### config.mk
export PLATFORM = sky130hd
export DESIGN_NAME = ppms_rot
export DESIGN_NICKNAME = d
export VERILOG_FILES = /design/src/hdl/ppms_pkg.sv /design/src/hdl/ppms_rot.sv
export SDC_FILE = /design/constraint.sdc
export NUM_CORES = 2
export LEC_CHECK = 0
export BUFFER_PORTS_ARGS = -buffer_cell sky130_fd_sc_hd__buf_4
export CORE_ASPECT_RATIO = 0.7
export CORE_UTILIZATION = 30
export DETAILED_ROUTE_END_ITERATION = 8
export PLACE_DENSITY_LB_ADDON = 0.1
export SLEW_MARGIN = 10
export SYNTH_ARGS = -nofsm -noshare
export SYNTH_HDL_FRONTEND = slang
export SYNTH_SLANG_ARGS = --single-unit
### constraint.sdc
create_clock -name clk -period 8.7 [get_ports clk]
set_input_delay 1.74 -clock clk [delete_from_list [all_inputs] [get_ports clk]]
set_output_delay 1.74 -clock clk [all_outputs]
set_load 0.01 [all_outputs]
### src/hdl/ppms_pkg.sv
// ----------------------------------------------------------------------------
// Particle motion step package
// Shared types, constants and the arctangent table used by the particle
// motion step pipeline and its rotation and vectoring units.
// ----------------------------------------------------------------------------
package ppms_pkg;

	localparam int TAB_LEN = 24;

	localparam logic [31:0] GAIN_Q30 = 32'd652032874;
	localparam logic [23:0] GAIN_Q24 = 24'd10188014;

	localparam logic [23:0]        SPEED_MAX = 24'hFFFFFF;
	localparam logic signed [23:0] POS_MAX   = 24'sh7FFFFF;
	localparam logic signed [23:0] POS_MIN   = 24'sh800000;

	typedef enum logic [1:0] {
		CFG_FRICTION      = 2'd0,
		CFG_GRAV_HEADING  = 2'd1,
		CFG_GRAV_STRENGTH = 2'd2
	} cfg_index_t;

	typedef struct packed {
		logic [15:0]        time_step;
		logic [15:0]        age_ms;
		logic [15:0]        life_ms;
		logic [15:0]        heading_in;
		logic [23:0]        speed_in;
		logic signed [23:0] pos_x_in;
		logic signed [23:0] pos_y_in;
		logic [7:0]         start_alpha;
	} particle_in_t;

	typedef struct packed {
		logic [15:0]        heading_out;
		logic [23:0]        speed_out;
		logic signed [23:0] pos_x_out;
		logic signed [23:0] pos_y_out;
		logic [7:0]         alpha_out;
		logic               is_dead;
	} particle_out_t;

	// Arctangent of 2^-i as a 32-bit binary angle.
	function automatic logic [31:0] atan_entry(input logic [4:0] idx);
		logic [31:0] val;
		case (idx)
			5'd0:    val = 32'd536870912;
			5'd1:    val = 32'd316933406;
			5'd2:    val = 32'd167458907;
			5'd3:    val = 32'd85004756;
			5'd4:    val = 32'd42667331;
			5'd5:    val = 32'd21354465;
			5'd6:    val = 32'd10679838;
			5'd7:    val = 32'd5340245;
			5'd8:    val = 32'd2670163;
			5'd9:    val = 32'd1335087;
			5'd10:   val = 32'd667544;
			5'd11:   val = 32'd333772;
			5'd12:   val = 32'd166886;
			5'd13:   val = 32'd83443;
			5'd14:   val = 32'd41722;
			5'd15:   val = 32'd20861;
			5'd16:   val = 32'd10430;
			5'd17:   val = 32'd5215;
			5'd18:   val = 32'd2608;
			5'd19:   val = 32'd1304;
			5'd20:   val = 32'd652;
			5'd21:   val = 32'd326;
			5'd22:   val = 32'd163;
			5'd23:   val = 32'd81;
			default: val = 32'd0;
		endcase
		return val;
	endfunction

endpackage

### src/hdl/ppms_rot.sv
// ----------------------------------------------------------------------------
// Pipelined rotation unit
// Cosine and sine of a 16-bit binary angle in Q24, one stage per iteration,
// with a sideband that travels alongside.
// ----------------------------------------------------------------------------
module ppms_rot #(
	parameter int STEPS  = 16,
	parameter int SIDE_W = 8
) (
	input  logic                clk,
	input  logic                arst_n,
	input  logic                en,
	input  logic                valid_in,
	input  logic [15:0]         angle,
	input  logic [SIDE_W-1:0]   side_in,
	output logic                valid_out,
	output logic signed [25:0]  cos_out,
	output logic signed [25:0]  sin_out,
	output logic [SIDE_W-1:0]   side_out
);
	logic               v_s    [STEPS+1];
	logic signed [31:0] x_s    [STEPS+1];
	logic signed [31:0] y_s    [STEPS+1];
	logic signed [31:0] z_s    [STEPS+1];
	logic [1:0]         quad_s [STEPS+1];
	logic [SIDE_W-1:0]  side_s [STEPS+1];

	logic [15:0]        shifted;
	logic [1:0]         quad_in;
	logic [15:0]        resid;
	logic signed [31:0] xr;
	logic signed [31:0] yr;

	logic               valid_q;
	logic signed [25:0] cos_q;
	logic signed [25:0] sin_q;
	logic [SIDE_W-1:0]  side_q;

	assign shifted = angle + 16'h2000;
	assign quad_in = shifted[15:14];
	assign resid   = angle - {quad_in, 14'd0};

	always_ff @(posedge clk or negedge arst_n) begin
		if (!arst_n) begin
			v_s[0] <= 1'b0;
		end else if (en) begin
			v_s[0] <= valid_in;
		end
	end

	always_ff @(posedge clk) begin
		if (en) begin
			x_s[0]    <= signed'(ppms_pkg::GAIN_Q30);
			y_s[0]    <= '0;
			z_s[0]    <= signed'({resid, 16'd0});
			quad_s[0] <= quad_in;
			side_s[0] <= side_in;
		end
	end

	for (genvar i = 0; i < STEPS; i++) begin : g_step
		logic signed [31:0] dx;
		logic signed [31:0] dy;
		logic signed [31:0] da;

		assign dx = y_s[i] >>> i;
		assign dy = x_s[i] >>> i;
		assign da = signed'(ppms_pkg::atan_entry(5'(i)));

		always_ff @(posedge clk or negedge arst_n) begin
			if (!arst_n) begin
				v_s[i+1] <= 1'b0;
			end else if (en) begin
				v_s[i+1] <= v_s[i];
			end
		end

		always_ff @(posedge clk) begin
			if (en) begin
				if (!z_s[i][31]) begin
					x_s[i+1] <= x_s[i] - dx;
					y_s[i+1] <= y_s[i] + dy;
					z_s[i+1] <= z_s[i] - da;
				end else begin
					x_s[i+1] <= x_s[i] + dx;
					y_s[i+1] <= y_s[i] - dy;
					z_s[i+1] <= z_s[i] + da;
				end
				quad_s[i+1] <= quad_s[i];
				side_s[i+1] <= side_s[i];
			end
		end
	end

	always_comb begin
		case (quad_s[STEPS])
			2'd1: begin
				xr = -y_s[STEPS];
				yr = x_s[STEPS];
			end
			2'd2: begin
				xr = -x_s[STEPS];
				yr = -y_s[STEPS];
			end
			2'd3: begin
				xr = y_s[STEPS];
				yr = -x_s[STEPS];
			end
			default: begin
				xr = x_s[STEPS];
				yr = y_s[STEPS];
			end
		endcase
	end

	always_ff @(posedge clk or negedge arst_n) begin
		if (!arst_n) begin
			valid_q <= 1'b0;
		end else if (en) begin
			valid_q <= v_s[STEPS];
		end
	end

	always_ff @(posedge clk) begin
		if (en) begin
			cos_q  <= 26'(xr >>> 6);
			sin_q  <= 26'(yr >>> 6);
			side_q <= side_s[STEPS];
		end
	end

	assign valid_out = valid_q;
	assign cos_out   = cos_q;
	assign sin_out   = sin_q;
	assign side_out  = side_q;

endmodule

After elaboration in Yosys (flattened, before gate mapping). Memories as Yosys holds them, arrays and structs flattened. A register that Yosys moved wholly into a read port is not among the register bits. Cells that the tools add are included.

Memory bits (writable): 1802. Memories kept: 5. Bits in latches: 0. Register bits after elaboration: 70. ROM bits: 0.

Memories: x_s (words 17, bits a word 32, rd ports 17, clocked after Yosys merged registers in 0, wr ports 17, RTL line ppms_rot.sv:22) `logic signed [31:0] x_s [STEPS+1];`; y_s (words 17, bits a word 32, rd ports 17, clocked after Yosys merged registers in 0, wr ports 17, RTL line ppms_rot.sv:23) `logic signed [31:0] y_s [STEPS+1];`; z_s (words 17, bits a word 32, rd ports 16, clocked after Yosys merged registers in 0, wr ports 17, RTL line ppms_rot.sv:24) `logic signed [31:0] z_s [STEPS+1];`; side_s (words 17, bits a word 8, rd ports 17, clocked after Yosys merged registers in 1, wr ports 17, RTL line ppms_rot.sv:26) `logic [SIDE_W-1:0] side_s [STEPS+1];`; quad_s (words 17, bits a word 2, rd ports 17, clocked after Yosys merged registers in 0, wr ports 17, RTL line ppms_rot.sv:25) `logic [1:0] quad_s [STEPS+1];`.

Magnitude comparators: 0. Add/sub/neg operators: 99. Equality and inequality tests: 3. Shifts and indexed selects: 0. Bitwise operators: 48. Div/mod/pow operators: 0. Multiply operators: 0. Reduce and logical (&&, ||, !) cells: 0. Mux-type cells: 148.

Operator list (count): two-way mux 32 bit (48); one-hot mux 32 bit (3 select lines) (2); two-way mux 1 bit (98); adder 32 x 17 -> 32 bit (2); adder 32 x 18 -> 32 bit (2); adder 32 x 19 -> 32 bit (2); adder 32 x 20 -> 32 bit (2); adder 32 x 21 -> 32 bit (2); adder 32 x 22 -> 32 bit (2); adder 32 x 23 -> 32 bit (2); adder 32 x 24 -> 32 bit (2); adder 32 x 25 -> 32 bit (2); adder 32 x 26 -> 32 bit (2); adder 32 x 27 -> 32 bit (2); adder 32 x 28 -> 32 bit (2); adder 32 x 29 -> 32 bit (2); adder 32 x 30 -> 32 bit (2); adder 32 x 31 -> 32 bit (2); negator 32 bit (2); subtractor 32 x 17 -> 32 bit (2); subtractor 32 x 18 -> 32 bit (2); subtractor 32 x 19 -> 32 bit (2); subtractor 32 x 20 -> 32 bit (2); subtractor 32 x 21 -> 32 bit (2); other kinds (49) (108).

Logic depth before layout (Yosys ltp). An unclocked memory read counts as a cell.

Depth after elaboration: 5. Depth in mapped cells: 21. Depth with buffers taken out: 21.

Worst setup path after synthesis. Ideal clock, no wire load.

Path type: input to register. Start point: input en. End point: memory y_s[14][30], data pin. Path buffers: 3. Stages: 17. Data arrival time: 6.226 ns. Path slack: 2.217 ns. Library setup time: 0.258 ns. Required time: 8.442 ns. Cells stage by stage: clkbuf_1 clkbuf_1 nand2_1 clkbuf_1 mux2i_1 fa_1 a211oi_1 nor2_1 o311ai_0 a21oi_1 a211o_1 o41ai_1 a21oi_1 and4_1 a2111oi_0 a22o_1 xnor2_1.

RTL lines: start, declared (RTL line ppms_rot.sv:12) `input logic en,`; end, declared (RTL line ppms_rot.sv:23).

==> reports/results.txt <==
Status: complete, but fails checks
Failing checks: max-capacitance violations, max-slew violations
Post-Syn Nets: 13988
Slew Limit Fails: 2
Critical Path RT: 9300 ps
Number of global-route vias before repair: 91429
Slew HR: -2.65%
Worst-case clock buffer depth: 4
Asr flop ratio synth: 1.12%
Iter 0 DRT Violations: 8182
Compound-gate portion of the synthesized area: 18.1%
HPWL Detailed: 309000 microns
Ports: 89
Worst EP arrival: 7450 ps
Initial antenna violation count: 25
Fraction of synthesized area in multiplexers: 1.07%
Chip Width: 771 microns
Post-CTS Resized: 0
Worst slew pin tran: 1500 ps
TNS Setup: 0 ps
Seq. cell area: 48200 sq um
Critical Path End Type: flip-flop
Routed via count: 96345
# nets final: 14170
Synth warn: 0
Clk_skew: 60.6 ps
Element type at the critical path start: primary input
Xor and xnor area share after synthesis: 12.4%
Setup-failing EPs final: 0
Htree depth: 4
Synth unique cells: 82
Average wire per standard cell: 21.0 microns
First-pass GRT wire length: 583000 microns
Post-Synth Adder-Cell Area: 14.7%
# DRC: 0
Synth Instances: 12528
CTS tree: done
Post-route ant nets: 0
EDFF count, synth: 1589
Num CTS Buffers: 195
Area delta synth->final: 11.5%
Ratio of final minimum period to clock period: 78.7%
Multi-input gate area: 73700 sq um
GRT overflow: 0
Clock-pin slew on the worst setup and hold paths: 60 ps
Simple-gate share of the synthesized area: 13.0%
Largest net degree at the start of global routing: 118
Crit Path Max Fanout: 78
Worst min path class: flip-flop to flip-flop
Drt total wl: 386000 microns
Hold Fails Final Rpt: 0
Yosys reg bits: 1607
Die area: 417000 sq um
CTS Hold Buffers Added: 0
CTS Root Cell: clkbuf_16
GRT Resource Usage Total: 18.0%
Row cnt: 197
GPL Wtd Cong: 0.880
# port buffers: 88
Syn Area/Cell: 9.92 sq um
Die Height: 540 microns
Layout cells sized above 1: 5.42%
Number of post-CTS setup repair buffers: 0
Unrepaired setup endpoints after global routing: false
Maxcap violations: 1
Layout filler cell count: 41420
Worst-Skew Late Latency: 900 ps
Vias per cell: 5.25
Fin crit period: 6840 ps
Starting Density: 30.2%
Largest family of logic cells by synthesized area: compound AO/OA/AOI/OAI gates
Core ar.: 412000 sq um
Clock sinks: 1607
Ys flop type: edfxtp_1
Cell Area, Synth: 124000 sq um
1st-pass router iterations: 5
Peak Freq: 146 MHz
WS Path Type: primary input to flip-flop
Post-synthesis sequential area ratio: 38.8%
==> worst paths after layout <==
path / to / slack (ps) / depth (start not counted) / from
worst max register to register: y_s[6][31]$_DFFE_PP_ / 1880 / 16 / x_s[5][7]$_DFFE_PP_
worst max-delay path: x_s[6][30]$_DFFE_PP_ / 1860 / 19 / en
worst min register to register: side_s[13][1]$_DFFE_PP_ / 380 / 0 / side_s[12][1]$_DFFE_PP_
worst min-delay path: side_s[13][1]$_DFFE_PP_ / 380 / 0 / side_s[12][1]$_DFFE_PP_
min in group asynchronous: valid_out$_DFFE_PN0P_ / 740 / 1 / arst_n
max in group asynchronous: v_s[2]$_DFFE_PN0P_ / 7690 / 1 / arst_n
==> per-layer routing <==
metal,vias up,track usage [%],wire [microns]
met4,0,2.66,4930
met3,295,2.62,23200
li1,46861,-,-
met5,-,0,0
met1,46802,31.3,223000
met2,2387,22.5,135000
==> registers in the layout, indices dropped and copies added (netlist names) <==
name       count
side_s       136
valid_out      1
sin_out       26
side_out       8
cos_out       26
x_s          456
quad_s        34
v_s           17
y_s          481
z_s          422
==> stage by stage <==
step	setup slack, ps	utilization [%]	instance area [sq um]	std cells	hold WS, ps
2_1_floorplan	2220	-	124000	12528	400
5_1_grt	1360	33.6	139000	18346	381
6_report	1860	33.6	139000	18350	379
3_3_place_gp	928	32.0	132000	17985	400
4_1_cts	1910	33.6	139000	18345	363
3_5_place_dp	961	32.0	132000	17985	405
==> cell type report <==
| type | instances | area share, % |
|---|---|---|
| multi-input combinational | 10271 | 53.2 |
| sequential | 1607 | 34.8 |
| tap | 5472 | 4.94 |
| clock buffer | 222 | 3.63 |
| clock inverter | 138 | 1.21 |
| inverter | 447 | 1.21 |
| timing repair buffer | 188 | 1.07 |
| antenna | 5 | 0.00903 |
==> logic make-up after synthesis <==
| logic type | after synthesis |
|---|---|
| DFF | 1607 |
| and+or+nand+nor | 3350 |
| adders and majority gates | 1432 |
| buffers and inverters | 650 |
| muxes | 124 |
| AOI/OAI and AO/OA | 3607 |
| xor gates and xnor gates | 1758 |
==> placed cells by master, fill, tap and decap left out, types with 183 or more instances in the layout <==
cell type,netlist,layout
buf_4,1,183
nor2_1,1089,1089
nand2b_1,230,230
a21o_1,458,458
inv_1,438,434
o21ai_0,728,728
nor3_1,294,294
edfxtp_1,1589,1589
ha_1,1390,1390
nand2_1,718,711
xor2_1,591,591
a21oi_1,1222,1222
o21a_1,213,213
xnor2_1,1167,1167
nand3_1,229,229
clkbuf_16,0,196
==> cell usage after synthesis (all sizes together) (230+ instances only) <==
cell | count | share of area [%]
inv | 441 | 1.3
o21ai | 732 | 2.9
xor2 | 591 | 4.2
nand2 | 718 | 2.2
nor3 | 294 | 1.2
xnor2 | 1167 | 8.2
ha | 1390 | 14
nor2 | 1089 | 3.3
a21o | 458 | 2.8
edfxtp | 1589 | 38
a21oi | 1222 | 4.9
nand2b | 230 | 1.2
==> worst max-delay path, stage by stage <==
cell	delay, ps
buf_16	160
nand2_2	140
buf_4	510
clkinv_1	190
buf_4	290
nor2_1	160
xor2_1	210
ha_1	310
a211oi_1	250
nor2_1	120
o311a_1	390
o41ai_1	1120
o211ai_1	300
a311oi_1	430
nor2_1	100
o21ai_0	330
o21ai_0	150
a21oi_1	200
xnor2_1	90
Power is left out: the tool's default activity adds up to more than one toggle a clock period on the data nets, which glitch-free logic cannot reach.
